### src/design/lesf_pkg.sv
// shared types, constants and helpers for the largest empty square finder
// no dependencies

package lesf_pkg;

  localparam int unsigned MaxWidth  = 1024;
  localparam int unsigned MaxHeight = 1024;
  localparam int unsigned ColW      = 10;
  localparam int unsigned RowW      = 10;
  localparam int unsigned SizeW     = 11;
  localparam int unsigned CharW     = 8;
  localparam int unsigned CodeW     = 7;
  localparam int unsigned CfgIdxW   = 2;
  localparam int unsigned CfgDataW  = 11;
  localparam int unsigned QueueDepth = 4;
  localparam int unsigned QueuePtrW  = 2;

  typedef enum logic [CfgIdxW-1:0] {
    CFG_EMPTY_CHAR    = 2'd0,
    CFG_OBSTACLE_CHAR = 2'd1,
    CFG_MAP_WIDTH     = 2'd2,
    CFG_MAP_HEIGHT    = 2'd3
  } cfg_reg_e;

  typedef struct packed {
    logic            blocked;
    logic            bad;
    logic            first;
    logic            last_col;
    logic            last_map;
    logic [RowW-1:0] row;
    logic [ColW-1:0] col;
  } item_t;

  // last index of a row or column after clamping the size to 1..max
  function automatic logic [ColW-1:0] last_index(logic [CfgDataW-1:0] size,
                                                 logic [CfgDataW-1:0] max_size);
    logic [CfgDataW-1:0] clamped;
    begin
      if (size == '0) begin
        clamped = CfgDataW'(1);
      end else if (size > max_size) begin
        clamped = max_size;
      end else begin
        clamped = size;
      end
      last_index = ColW'(clamped - CfgDataW'(1));
    end
  endfunction

endpackage

### src/design/lesf_queue.sv
// short flip-flop fifo of classified cells between front and back
// depends on lesf_pkg

module lesf_queue (
  input  logic               clk_i,
  input  logic               rst_ni,
  input  logic               push_i,
  input  lesf_pkg::item_t    item_i,
  output logic               full_o,
  input  logic               pop_i,
  output lesf_pkg::item_t    head_o,
  output logic               valid_o
);

  lesf_pkg::item_t                  mem_q [lesf_pkg::QueueDepth];
  logic [lesf_pkg::QueuePtrW-1:0]   wr_ptr_q;
  logic [lesf_pkg::QueuePtrW-1:0]   rd_ptr_q;
  logic [lesf_pkg::QueuePtrW:0]     count_q;

  assign full_o  = count_q == (lesf_pkg::QueuePtrW+1)'(lesf_pkg::QueueDepth);
  assign valid_o = count_q != '0;
  assign head_o  = mem_q[rd_ptr_q];

  always_ff @(posedge clk_i) begin
    if (push_i) begin
      mem_q[wr_ptr_q] <= item_i;
    end
  end

  always_ff @(posedge clk_i or negedge rst_ni) begin
    if (!rst_ni) begin
      wr_ptr_q <= '0;
      rd_ptr_q <= '0;
      count_q  <= '0;
    end else begin
      if (push_i) begin
        wr_ptr_q <= wr_ptr_q + lesf_pkg::QueuePtrW'(1);
      end
      if (pop_i) begin
        rd_ptr_q <= rd_ptr_q + lesf_pkg::QueuePtrW'(1);
      end
      priority if (push_i && !pop_i) begin
        count_q <= count_q + (lesf_pkg::QueuePtrW+1)'(1);
      end else if (pop_i && !push_i) begin
        count_q <= count_q - (lesf_pkg::QueuePtrW+1)'(1);
      end
    end
  end

endmodule

### config.mk
export PLATFORM = sky130hd
export DESIGN_NAME = lesf_queue
export DESIGN_NICKNAME = d
export VERILOG_FILES = /design/src/design/lesf_pkg.sv /design/src/design/lesf_queue.sv
export SDC_FILE = /design/constraint.sdc
export NUM_CORES = 1
export LEC_CHECK = 0
export ABC_AREA = 1
export BUFFER_PORTS_ARGS = -buffer_cell sky130_fd_sc_hd__buf_2
export CAP_MARGIN = 20
export CORE_ASPECT_RATIO = 1.25
export CORE_MARGIN = 3
export CORE_UTILIZATION = 41
export CTS_BUF_LIST = sky130_fd_sc_hd__clkbuf_4
export DETAILED_ROUTE_END_ITERATION = 10
export GPL_ROUTABILITY_DRIVEN = 1
export GPL_TIMING_DRIVEN = 0
export MAX_ROUTING_LAYER = met4
export PLACE_DENSITY = 0.56
export SLEW_MARGIN = 15
export SYNTH_ARGS = -nofsm -noshare
export SYNTH_HDL_FRONTEND = slang
export SYNTH_SLANG_ARGS = --single-unit
### constraint.sdc
create_clock -name clk_i -period 2.8 [get_ports clk_i]
set_input_delay 0.56 -clock clk_i [delete_from_list [all_inputs] [get_ports clk_i]]
set_output_delay 0.56 -clock clk_i [all_outputs]
set_load 0.02 [all_outputs]
# Yosys cells after proc, flatten, opt, wreduce, memory -nomap -nowiden

Memory sizes are Yosys's and may differ from the RTL's.
Index checks and enable logic that the tools add are counted.

Bits in registers: 7
Latch bits: 0
RAM bits: 100
ROM bits: 0
Bits of input ports: 29
Output and inout bits: 27
Word-level logic and storage cells: 19
Memories: 1

Memory list:

| name  | words | bits a word | rd ports | clocked after Yosys merged registers in | write ports | line             | source |
|---|---|---|---|---|---|---|---|
| mem_q | 4     | 25          | 1        | 0                                       | 1           | lesf_queue.sv:15 | `lesf_pkg::item_t mem_q [lesf_pkg::QueueDepth];` |

Add/subtract/negate cells: 4
Multipliers: 0
Divide/modulo/power cells: 0
$lt $le $gt $ge: 0
Equality and inequality tests: 1
Shift operators: 0
Mux-type cells: 4
Bitwise logic cells: 0
Reductions and logical operators: 6

Operator list:

| cell                | count |
|---|---|
| $mux 3              | 2 |
| $add 2x1->2 const B | 2 |
| $add 3x1->3 const B | 1 |
| $eq 3x3->1 const B  | 1 |
| $reduce_bool 3->1   | 1 |
| $sub 3x1->3 const B | 1 |
| $logic_and 1x1->1   | 2 |
| $logic_not 1->1     | 2 |
| $mux 1              | 2 |
| $reduce_bool 2->1   | 1 |

# Longest topological paths before layout

Depth in word-level cells: 4
Mapped depth: 9
Mapped depth without buffers: 9

# Worst setup path before layout

No wires, ideal clock.

Path type: input to register
Start point: input push_i
End point: memory mem_q[1][0] (netlist bit), enable pin
Data arrival time: 1347 ps
Data required time: 2420 ps
Setup slack: 1073 ps
Stages on the path: 3
Path through: clkbuf_1 -> nand2_1 -> inv_1

Longest elaborated chain between the ends: 2

Ends and longest elaborated chain:

| what                         | line             | source |
|---|---|---|
| start, declared              | lesf_queue.sv:7  | `input logic push_i,` |
| $mux 1                       | lesf_queue.sv:25 | `if (push_i) begin` |
| $mux 1 (implied by the code) | lesf_queue.sv:26 | `mem_q[wr_ptr_q] <= item_i;` |
| end, declared                | lesf_queue.sv:15 |  |

No other way between the ends.

==> out/results.tsv <==
metric	value	unit
status	complete, no violations	
deepest clock path buffer count	2	
pwr dens	1038	nW/um2
Synth cell types	19	
top cell type's share of synthesized area	0.6867	
post-route cell area	5065	um2
Worst path max stage delay	390	ps
Multi-input gate area	852.1	um2
Post-Route Setup TNS	0	ps
arrival time at the worst endpoint	1780	ps
antenna violations before repair	1	
Post-CTS Resized	0	
Initial Util	0.4262	
CTS Buf Count	9	
Int Pwr	3217	uW
root buf cell	clkbuf_4	
Reg clk slew, reported paths	150	ps
gr usage total	0.1584	
Mapped Cells	340	
syn_nets	375	
Via Count	2651	
DRT Pass-1 Iters	4	
vias in the first global route	2659	
share of layout cells above drive strength 1	0.2193	
Crit. Startpoint	rd_ptr_q[1]$_DFFE_PN0P_	
CTS tree	built	
Post-Route WL	8.754	mm
Max Cap Viol	0	
Worst Setup Path Type	reg -> out	
Min-Delay Startpoint	item_i[20]	
clock share of power	0.162	
FF+latch area	3178	um2
Reg-to-Reg Start	wr_ptr_q[0]$_DFFE_PN0P_	
post-synthesis area per instance	12.86	um2
row count	41	
most common library cell in the layout ignoring fill and taps	edfxtp_1	
gr ovfl total	0	
WL/cell	16.06	um
CP startpoint kind	flip-flop	
clk_lat worst skew	450	ps
# port buffers	55	
sequential-to-total area share from yosys stat	0.7268	
final setup vio count	0	
Reg power frac	0.418	
drt drc	0	
worst-path fanout max	10	
RSZ-0062 raised after global routing	false	
nets@finish	445	
fmax	427.8	MHz
Synth-to-Final Area Change	15.82	%
die height	121.5	um
Power Total	5258	uW
ANT nets after route	0	
post-detail-place hpwl	5.728	mm
routed vias/inst	4.864	
most frequent cells in the layout	100 x edfxtp_1, 89 x nand2_1, 63 x buf_2, 60 x inv_1, 50 x o211ai_1	
Fill cells	925	
synth warn	0	
DIE AREA	11950	um2
Pleak	0.002116	uW
Synth area leader	edfxtp_1	
Fin. Hold Viols	0	
Tmin final	2338	ps
I/O pins	56	
H-Tree Depth	3	
critical path cell sequence	buf_4 > inv_4 > buf_2 > o211ai_1 > nand2_1 > buf_2	
Placer Congestion	0.7176	
Yosys reg bits	107	
Crit path top cell by count	buf_2	
final hold slack	314.9	ps
Required @ worst endpoint	2240	ps
worst-margin pin slew	708.1	ps
die width	98.37	um
relative slew slack	0.5274	
ranking of synthesized cells by area	edfxtp_1 69%, o211ai_1 8.6%, nand2_1 7.6%, inv_1 5.2%, dfrtp_1 4.0%	
first-pass GRT wire length	13.62	mm
CTS Sinks	107	
DRT iter0 DRCs	122	
fin crit share	0.8349	
Switching Power	2041	uW
Comb pwr share	0.421	
CP endpoint kind	primary output	
core area	10260	um2
Switching Share	0.3882	
Clock Skew	15.17	ps
Slew Viols, Final	0	
Slowest cell on crit path	dfrtp_1	
Hold Crit Class	in -> reg	
VDD IR max	0.4386	mV
largest net degree at the start of global routing	26	
Post-DP Area	4892	um2
Mapped Area	4373	um2
[path summary, 6_finish.rpt]
kind,endpoint,slack (ps),cells after the start
max,head_o[9],460,6
min,mem_q[2][20]$_DFFE_PP_,310,1
max reg2reg,mem_q[0][16]$_DFFE_PP_,1050,5
min reg2reg,count_q[2]$_DFFE_PN0P_,510,2
max in group asynchronous,count_q[0]$_DFFE_PN0P_,2170,2
min in group asynchronous,count_q[2]$_DFFE_PN0P_,450,2
[timing repair]
| item | CTS | global route |
|---|---|---|
| hold buffers | 1 | 0 |
| setup buffers | 0 | 0 |
| hold endpoints to repair | 7 | 0 |
[registers in the layout, indices dropped and copies added (netlist names)]
register and flops:
wr_ptr_q 2, count_q 3, mem_q 100, rd_ptr_q 2
[through the flow]
step / worst slack [ps] / cells / util
after detailed placement: 681.0 / 527 / 0.4768
after floorplan: 1073 / 340 / -
after global routing: 293.6 / 545 / 0.4937
after CTS: 391.9 / 544 / 0.4934
after global placement: 466.1 / 524 / 0.4688
final: 462.4 / 545 / 0.4937
[routing by layer]
| layer | share of wire | vias to the layer above | track usage | routed length (um) |
|---|---|---|---|---|
| met3 | 0.035 | 12 | 0.02818 | 308 |
| met5 | 0 | - | - | 0 |
| met2 | 0.54 | 53 | 0.2750 | 4696 |
| met4 | 0.021 | 0 | 0.07430 | 187 |
| li1 | - | 1301 | - | - |
| met1 | 0.41 | 1285 | 0.1772 | 3561 |
[cells in the mapped netlist]
cell type  number
buf_2           8
buf_4           7
buf_6           1
clkbuf_1        1
dfrtp_1         7
edfxtp_1      100
fa_1            1
ha_1            5
inv_1          61
inv_4           1
nand2_1        89
nand3_1         1
nand4_1         1
nor2_1          1
nor3_1          1
o211ai_1       50
o21ai_1         1
xnor2_1         1
xor2_1          3
[logic make-up (layout without fill, tap and decap cells)]
| kind of cell | Yosys count | count (layout) | share of synthesized area |
|---|---|---|---|
| xor gates and xnor gates | 4 | 4 | 0.008013 |
| other | 0 | 1 | 0 |
| DFF | 107 | 107 | 0.7268 |
| and+or+nand+nor | 93 | 93 | 0.08097 |
| buffers and inverters | 79 | 154 | 0.07840 |
| adders and majority gates | 6 | 6 | 0.01888 |
| AOI/OAI and AO/OA | 51 | 51 | 0.08698 |
[final cells by class]
class / count / area share
multi-input combinational: 154 / 0.1682
timing repair buffer: 59 / 0.07263
antenna: 1 / 0.0004941
inverter: 62 / 0.04644
sequential: 107 / 0.6275
clock buffer: 11 / 0.01630
buffer: 17 / 0.02125
clock inverter: 5 / 0.01532
tap: 129 / 0.03187
[power by group through the flow]
stage          logic (uW)  clock network, uW  registers, uW
2_1_floorplan        1450                  0           2220
3_3_place_gp         2180                  0           2240
3_5_place_dp         2270                  0           2240
4_1_cts              2280                874           2200
5_1_grt              2450                934           2220
6_report             2210                850           2200
[critical path: cells and delay by family (launching register included)]
family	cells	cell delay, ps
AO/OA/AOI/OAI	1	130
buffers and inverters	4	720
flip-flops	1	390
AND/OR/NAND/NOR	1	100
No activity file was read; power rests on OpenSTA's default activity.
