===== config.mk =====
export PLATFORM = sky130hd
export DESIGN_NAME = lesf_front_flat
export DESIGN_NICKNAME = d
export VERILOG_FILES = /design/src/design/lesf_pkg.sv /design/src/design/lesf_intf.sv /design/src/design/lesf_front.sv /design/src/flat_wrapper.sv
export SDC_FILE = /design/constraint.sdc
export NUM_CORES = 1
export LEC_CHECK = 0
export BUFFER_PORTS_ARGS = -buffer_cell sky130_fd_sc_hd__buf_2
export CELL_PAD_IN_SITES_DETAIL_PLACEMENT = 1
export CELL_PAD_IN_SITES_GLOBAL_PLACEMENT = 2
export CORE_MARGIN = 4
export CORE_UTILIZATION = 36
export DETAILED_ROUTE_END_ITERATION = 6
export PLACE_DENSITY_LB_ADDON = 0.1
export SYNTH_ARGS = -nofsm -noshare
export SYNTH_HDL_FRONTEND = slang
export SYNTH_SLANG_ARGS = --single-unit

===== constraint.sdc =====
create_clock -name clk_i -period 5.5 [get_ports clk_i]
set_input_delay 0.825 -clock clk_i [delete_from_list [all_inputs] [get_ports clk_i]]
set_output_delay 0.825 -clock clk_i [all_outputs]
set_load 0.01 [all_outputs]

===== src/design/lesf_pkg.sv =====
// shared types, constants and helpers for the largest empty square finder
// no dependencies

package lesf_pkg;

  localparam int unsigned MaxWidth  = 1024;
  localparam int unsigned MaxHeight = 1024;
  localparam int unsigned ColW      = 10;
  localparam int unsigned RowW      = 10;
  localparam int unsigned SizeW     = 11;
  localparam int unsigned CharW     = 8;
  localparam int unsigned CodeW     = 7;
  localparam int unsigned CfgIdxW   = 2;
  localparam int unsigned CfgDataW  = 11;
  localparam int unsigned QueueDepth = 4;
  localparam int unsigned QueuePtrW  = 2;

  typedef enum logic [CfgIdxW-1:0] {
    CFG_EMPTY_CHAR    = 2'd0,
    CFG_OBSTACLE_CHAR = 2'd1,
    CFG_MAP_WIDTH     = 2'd2,
    CFG_MAP_HEIGHT    = 2'd3
  } cfg_reg_e;

  typedef struct packed {
    logic            blocked;
    logic            bad;
    logic            first;
    logic            last_col;
    logic            last_map;
    logic [RowW-1:0] row;
    logic [ColW-1:0] col;
  } item_t;

  // last index of a row or column after clamping the size to 1..max
  function automatic logic [ColW-1:0] last_index(logic [CfgDataW-1:0] size,
                                                 logic [CfgDataW-1:0] max_size);
    logic [CfgDataW-1:0] clamped;
    begin
      if (size == '0) begin
        clamped = CfgDataW'(1);
      end else if (size > max_size) begin
        clamped = max_size;
      end else begin
        clamped = size;
      end
      last_index = ColW'(clamped - CfgDataW'(1));
    end
  endfunction

endpackage


===== src/design/lesf_intf.sv =====
// channel interfaces for cells, results and configuration writes
// depends on lesf_pkg

interface lesf_cell_if;
  logic                         valid;
  logic                         ready;
  logic [lesf_pkg::CharW-1:0]   cell_char;

  modport source (output valid, output cell_char, input ready);
  modport sink   (input valid, input cell_char, output ready);
endinterface


interface lesf_cfg_if;
  logic                           valid;
  logic                           ready;
  logic [lesf_pkg::CfgIdxW-1:0]   index;
  logic [lesf_pkg::CfgDataW-1:0]  data;

  modport source (output valid, output index, output data, input ready);
  modport sink   (input valid, input index, input data, output ready);
endinterface


===== src/design/lesf_front.sv =====
// front end: config registers, cell classification and map position tracking
// depends on lesf_pkg and lesf_intf

module lesf_front (
  input  logic               clk_i,
  input  logic               rst_ni,
  lesf_cell_if.sink          cell_i,
  lesf_cfg_if.sink           cfg_i,
  input  logic               queue_full_i,
  output logic               push_o,
  output lesf_pkg::item_t    item_o,
  output logic               restart_o
);

  logic [lesf_pkg::CodeW-1:0]    empty_char_q;
  logic [lesf_pkg::CodeW-1:0]    obstacle_char_q;
  logic [lesf_pkg::CfgDataW-1:0] map_width_q;
  logic [lesf_pkg::CfgDataW-1:0] map_height_q;
  logic [lesf_pkg::ColW-1:0]     col_q, col_d;
  logic [lesf_pkg::RowW-1:0]     row_q, row_d;
  logic [lesf_pkg::ColW-1:0]     last_col_idx;
  logic [lesf_pkg::RowW-1:0]     last_row_idx;
  logic                          is_empty;
  logic                          is_obstacle;
  logic                          accept;
  logic                          cfg_fire;
  logic                          size_write;

  assign cfg_i.ready  = 1'b1;
  assign cell_i.ready = !queue_full_i;
  assign accept       = cell_i.valid && !queue_full_i;
  assign cfg_fire     = cfg_i.valid;

  assign size_write = cfg_fire &&
                      ((lesf_pkg::cfg_reg_e'(cfg_i.index) == lesf_pkg::CFG_MAP_WIDTH) ||
                       (lesf_pkg::cfg_reg_e'(cfg_i.index) == lesf_pkg::CFG_MAP_HEIGHT));
  assign restart_o  = size_write;

  assign last_col_idx = lesf_pkg::last_index(map_width_q,
                                             lesf_pkg::CfgDataW'(lesf_pkg::MaxWidth));
  assign last_row_idx = lesf_pkg::RowW'(lesf_pkg::last_index(map_height_q,
                                             lesf_pkg::CfgDataW'(lesf_pkg::MaxHeight)));

  assign is_empty    = cell_i.cell_char == {1'b0, empty_char_q};
  assign is_obstacle = cell_i.cell_char == {1'b0, obstacle_char_q};

  always_comb begin
    item_o.blocked  = is_obstacle || !is_empty;
    item_o.bad      = !is_empty && !is_obstacle;
    item_o.first    = (row_q == '0) || (col_q == '0);
    item_o.last_col = col_q == last_col_idx;
    item_o.last_map = (col_q == last_col_idx) && (row_q == last_row_idx);
    item_o.row      = row_q;
    item_o.col      = col_q;
  end

  assign push_o = accept;

  always_comb begin
    col_d = col_q;
    row_d = row_q;
    if (size_write) begin
      col_d = '0;
      row_d = '0;
    end else if (accept) begin
      if (item_o.last_col) begin
        col_d = '0;
        row_d = item_o.last_map ? '0 : row_q + lesf_pkg::RowW'(1);
      end else begin
        col_d = col_q + lesf_pkg::ColW'(1);
      end
    end
  end

  always_ff @(posedge clk_i or negedge rst_ni) begin
    if (!rst_ni) begin
      empty_char_q    <= lesf_pkg::CodeW'(46);
      obstacle_char_q <= lesf_pkg::CodeW'(111);
      map_width_q     <= lesf_pkg::CfgDataW'(1);
      map_height_q    <= lesf_pkg::CfgDataW'(1);
      col_q           <= '0;
      row_q           <= '0;
    end else begin
      col_q <= col_d;
      row_q <= row_d;
      if (cfg_fire) begin
        unique case (lesf_pkg::cfg_reg_e'(cfg_i.index))
          lesf_pkg::CFG_EMPTY_CHAR:    empty_char_q    <= cfg_i.data[lesf_pkg::CodeW-1:0];
          lesf_pkg::CFG_OBSTACLE_CHAR: obstacle_char_q <= cfg_i.data[lesf_pkg::CodeW-1:0];
          lesf_pkg::CFG_MAP_WIDTH:     map_width_q     <= cfg_i.data;
          lesf_pkg::CFG_MAP_HEIGHT:    map_height_q    <= cfg_i.data;
          default:                     map_height_q    <= map_height_q;
        endcase
      end
    end
  end

endmodule


===== src/flat_wrapper.sv =====
// flat-port wrapper written by rule: the top's interface ports become plain ports
module lesf_front_flat 
  (clk_i, rst_ni, queue_full_i, push_o, item_o, restart_o, cell_i_valid, cell_i_cell_char, cell_i_ready, cfg_i_valid, cfg_i_index, cfg_i_data, cfg_i_ready);
  lesf_cell_if cell_i_i ();
  lesf_cfg_if cfg_i_i ();
  input  logic clk_i;
  input  logic rst_ni;
  input  logic queue_full_i;
  output logic push_o;
  output lesf_pkg::item_t item_o;
  output logic restart_o;
  input wire logic [$bits(cell_i_i.valid)-1:0] cell_i_valid;
  input wire logic [$bits(cell_i_i.cell_char)-1:0] cell_i_cell_char;
  output wire logic [$bits(cell_i_i.ready)-1:0] cell_i_ready;
  input wire logic [$bits(cfg_i_i.valid)-1:0] cfg_i_valid;
  input wire logic [$bits(cfg_i_i.index)-1:0] cfg_i_index;
  input wire logic [$bits(cfg_i_i.data)-1:0] cfg_i_data;
  output wire logic [$bits(cfg_i_i.ready)-1:0] cfg_i_ready;
  assign cell_i_i.valid = cell_i_valid;
  assign cell_i_i.cell_char = cell_i_cell_char;
  assign cell_i_ready = cell_i_i.ready;
  assign cfg_i_i.valid = cfg_i_valid;
  assign cfg_i_i.index = cfg_i_index;
  assign cfg_i_i.data = cfg_i_data;
  assign cfg_i_ready = cfg_i_i.ready;
  lesf_front u_core (.clk_i(clk_i), .rst_ni(rst_ni), .cell_i(cell_i_i), .cfg_i(cfg_i_i), .queue_full_i(queue_full_i), .push_o(push_o), .item_o(item_o), .restart_o(restart_o));
endmodule

==> Word-level counts from Yosys, hierarchy flattened <==
Index checks and enable logic that the tools add are counted.
{ "word_totals": {"ram_bits": 0, "memories": 0, "out_inout_bits": 29, "regBits": 56, "word_cells": 52, "inputBits": 26, "latchBits": 0, "romBits": 0} }
{ "classes": {"n_eq_ne": 7, "n_shift": 0, "reduce_logical": 22, "div": 0, "n_mux": 11, "n_addsub": 4, "order_cmp": 2, "n_bitwise": 0, "multipliers": 0} }
{ "op_table": {"columns": ["op", "n"], "rows": [
  ["2-to-1 mux 10 bit", 11],
  ["greater-than comparator 11 bit (second input constant)", 2],
  ["zero test 11 bit", 2],
  ["adder 10 x 1 -> 10 bit (second input constant)", 2],
  ["equality test 10 bit", 2],
  ["zero test 10 bit", 2],
  ["subtractor 10 x 1 -> 10 bit (second input constant)", 2],
  ["equality test 8 x 7 -> 1 bit", 2],
  ["AND reduction 2 bit", 5],
  ["equality test 2 bit (second input constant)", 2],
  ["logical AND 1 bit", 4],
  ["nonzero test 2 bit", 2],
  ["zero test 1 bit", 3],
  ["logical OR 1 bit", 3],
  ["equality test 2 x 1 -> 1 bit (second input constant)", 1],
  ["zero test 2 bit", 1]
]} }

==> Depth between registers and ports, before layout <==
{ "logic_depth": {"depth_word": 10, "mapped_depth": 15, "ltp_nobuf": 12} }

==> Worst setup path before layout <==
Ideal clock, no wire load.
{ "synth_timing": {"path_kind": "flip-flop to output port", "from": "register u_core.map_width_q[2] in the netlist's numbering", "to": "output item_o[20] in the netlist's numbering", "stages_incl_launch_ff": 13, "required_ps": 4675, "path_buffers": 1, "arrival_time_ps": 3723, "path_slack_ps": 952, "path_cell_list": "dfrtp_1 buf_6 or4_1 o41ai_1 inv_1 ha_1 xor2_1 o21ai_0 or4_1 a311o_1 nor4_4 nand4_1 inv_1"} }
{ "synth_lines": {"columns": ["element", "line", "rtl"], "rows": [
  ["start, declared", "lesf_front.sv:17", "logic [lesf_pkg::CfgDataW-1:0] map_width_q;"],
  ["start signal, assigned", "lesf_front.sv:79", "map_width_q <= lesf_pkg::CfgDataW'(1);"],
  ["start signal, assigned", "lesf_front.sv:90", "lesf_pkg::CFG_MAP_WIDTH: map_width_q <= cfg_i.data;"],
  ["end, declared", "flat_wrapper.sv:10", "output lesf_pkg::item_t item_o;"]
]} }

==> results.txt <==
- The run finished with clean final reports.
- Starting DRT DRC Count: 94
- Worst min-delay path category: flop to flop
- In the routed layout, each cell is associated on average with a via count of 5.46.
* CP cell instances: or4_1, o41ai_2, inv_1, ha_1, xnor2_1, a21oi_1, or4_1, a311o_1, nor4_4, buf_4, nand2_2, inv_1, buf_2
- After legalization and detailed placement, the total HPWL measured about 7.7 mm.
* Starting density of the core: between 30% and 40%
* Number of slew-limit violations in the final report: 0
- Power density cells: 280 nW/µm²
- Worst-case hold slack: between 500 and 600 ps
- Post-Syn Area: around 3700 µm²
- The area growth from synthesis to layout is 13.2%.
- Hold violation count in the final report: 0
- Number of buffers inserted for hold repair after clock tree synthesis: 0
* Mean instance size in the synthesized netlist: just under 10 µm²
- In this run the horizontal extent of the chip is 109 µm.
- # H-tree levels: 2
* Total Routing Usage GR: between 10% and 20%
- Overflow left after global routing: 0
- Inserted Clock Buffers: 5
* CP Data Arrival Time: ~4300 ps
- In this run, synthesis produced a sequential element count of 56.
* Clk sink count: between 50 and 60
* Area of the die: around 12000 µm²
* Tightest Pin Transition: about 1100 ps
* Leakage power figure: between 1.5 and 2 nW
- Maximum single-stage delay on the critical path: ~640 ps
* Clock transition at the registers of the reported paths: 130 ps
* Final Critical Period: approximately 5000 ps
- The clock passes through at most 2 buffers.
- Number of inserted diodes: 0
- After the last flow step, the layout net total stands at about 460.
- Wire length after detailed routing: roughly 10 mm
* Kind of critical path: flop to primary output
- Across the VDD grid, the largest voltage drop is roughly 0.15 mV.
- Final core utilization: a little over two fifths
- Number of routed nets with antenna violations: 0
- The core region is just under 10000 µm².
* Setup repair after global routing missed its margin: false
- Post-synthesis async set-or-reset flop share: between 90% and 100%
- Area share of the largest cell type after synthesis: about 30%
- Across the run, the number of max-cap violations was 0.
- EDFF count, synth: 0
* Total vias in the final route: 3056
* Gate count of the mapped netlist: 381
* Detailed-routing iteration count for the pre-antenna-repair pass: 4
- Final sum of negative setup slack: 0 ps
* Total power of the final layout: approximately 1.2 mW
- Entering global routing, the biggest net connects 57 pins.
- Measured along the y axis, the die boundary spans 109 µm.
- The clock arrives with between 10 and 15 ps of skew.
- The later pin in the worst-skew pair is clocked with a latency of 330 ps.
- Rows: 36
- Slowest cell on the critical path: or4_1
- The most used flip-flop cell after synthesis is dfrtp_1.
- After routing the design area is around 4200 µm².
- Vias in the first global route: between 3000 and 4000
* I/O Pins: 55
- Based on the critical path, the design can be clocked at up to 196 MHz.
* Count of endpoints failing setup in the final report: 0
* Max-slew headroom: 25.3%
- Max FO, Critical Path: 12
* Final weighted congestion in routability-driven placement: 0.787
- Post-route fraction of the period consumed by the critical path: 92.9%
- In the final routed layout, each cell accounts on average for approximately 18 µm.
- For this run, the number of Yosys warnings is 0.
* Synth cell types: 62
- STA classifies the critical path endpoint as a primary output.
* Category of the worst setup path launch point: flop
- Critical path data required time: about 4700 ps
- Fraction of layout instances using a drive strength above 1: 29.7%
- Dominant cell type by area after synthesis: dfrtp_1
* Instance area after placement: roughly 4100 µm²
- Port bufs: 53
* Antenna violations before repair: 0
* Clock tree from TritonCTS: built
* First-pass GRT wire length: 17.0 mm
- Counting every net in the synthesized netlist gives roughly 410.
- CTS Root Buffer Type: clkbuf_8
* DRC violation count after routing: 0
- Dominant cells by area after synthesis: dfrtp_1 30%, mux2_2 11%, dfstp_2 8.5%, xor2_1 5.7%, a21oi_1 3.9%
- Sequential cells were found to cover 38.2% of the synthesized design area.
## registers in the layout, indices dropped and copies added (netlist names)
name	flops
u_core.row_q	10
u_core.empty_char_q	7
u_core.obstacle_char_q	7
u_core.map_height_q	11
u_core.col_q	10
u_core.map_width_q	11
## per-stage QoR
step                setup WS [ps]  std cells
global route                  158        560
CTS                           129        558
finish                        393        560
detailed placement            373        550
global placement              547        550
floorplan                     952        381
## cell families after synthesis
kind of cell,count (synthesis),synth area share (%)
AOI/OAI and AO/OA,75,12.8
xor gates and xnor gates,35,8.27
adders and majority gates,6,2.03
buffers and inverters,37,4.15
DFF,56,38.2
muxes,40,12.1
other,1,0.101
and+or+nand+nor,131,22.4
## worst max-delay path: cells and delay by family (launching register included)
family | cells | cell delay (ps)
buffers and inverters | 4 | 480
and+or+nand+nor | 4 | 1520
adders and majority gates | 1 | 350
DFF | 1 | 500
AOI/OAI and AO/OA | 3 | 890
xor gates and xnor gates | 1 | 200
## layout make-up
| cell class | count | area (µm²) |
|---|---|---|
| Multi-Input combinational cell | 288 | 2150 |
| Sequential cell | 56 | 1420 |
| Fill cell | 1153 | 5710 |
| Clock buffer | 5 | 68.8 |
| Timing Repair Buffer | 59 | 310 |
| Inverter | 16 | 60.1 |
| Tap cell | 133 | 166 |
| Clock inverter | 3 | 28.8 |
## metal layers
| metal | up-vias | wire [µm] | global-route usage [%] |
|---|---|---|---|
| met5 | - | 0 | 0 |
| met2 | 48 | 4790 | 29.6 |
| met3 | 11 | 297 | 2.99 |
| met1 | 1518 | 4990 | 24.8 |
| li1 | 1479 | - | - |
| met4 | 0 | 127 | 4.10 |
## path summary, 6_finish.rpt
kind / startpoint / end / slack, ps / cells past startpoint
setup / recovery: u_core.map_width_q[2] / item_o[21] / 390 / 13
hold / removal: u_core.empty_char_q[6] / u_core.empty_char_q[6] / 540 / 1
setup reg to reg: u_core.map_width_q[2] / u_core.row_q[8] / 940 / 13
hold reg to reg: u_core.empty_char_q[6] / u_core.empty_char_q[6] / 540 / 1
max in group asynchronous: rst_ni / u_core.map_width_q[2] / 4360 / 2
min in group asynchronous: rst_ni / u_core.col_q[4] / 630 / 2
## timing repair
action | 4_1_cts | 5_1_grt
setup buffers | 0 | 2
pin swaps | 0 | 1
setup endpoints to repair | 2 | 2
resized for setup | 1 | 1
## where the power goes
part | switching [mW] | internal, mW | total [mW]
registers | 0.0785 | 0.479 | 0.558
clock network | 0.164 | 0.0969 | 0.261
logic | 0.186 | 0.169 | 0.355
total | 0.429 | 0.745 | 1.17
## Yosys cell counts, types with 4 or more instances
cell type	count
a21oi_1	29
a31oi_1	4
and2_1	4
and3_1	4
clkbuf_1	15
dfrtp_1	44
dfstp_2	12
ha_1	6
inv_1	15
mux2_2	37
nand2_1	21
nand2b_1	6
nand3_1	18
nand3b_1	4
nand4_1	4
nand4b_1	5
nor2_1	11
nor2b_1	5
nor3_1	9
nor4_1	10
o21ai_0	15
or2_2	4
or4_1	5
xnor2_1	11
xor2_1	24
## placed cells by master (no fill, tap or decap), drive strengths merged, types with 12 or more instances in the layout
cell and instances:
buf 59, xor2 24, dfrtp 44, nor4 13
mux2 37, dfstp 12, nand3 19, o21ai 15
a21oi 29, inv 18, nand2 21
Power figures use the tool's default switching activity.
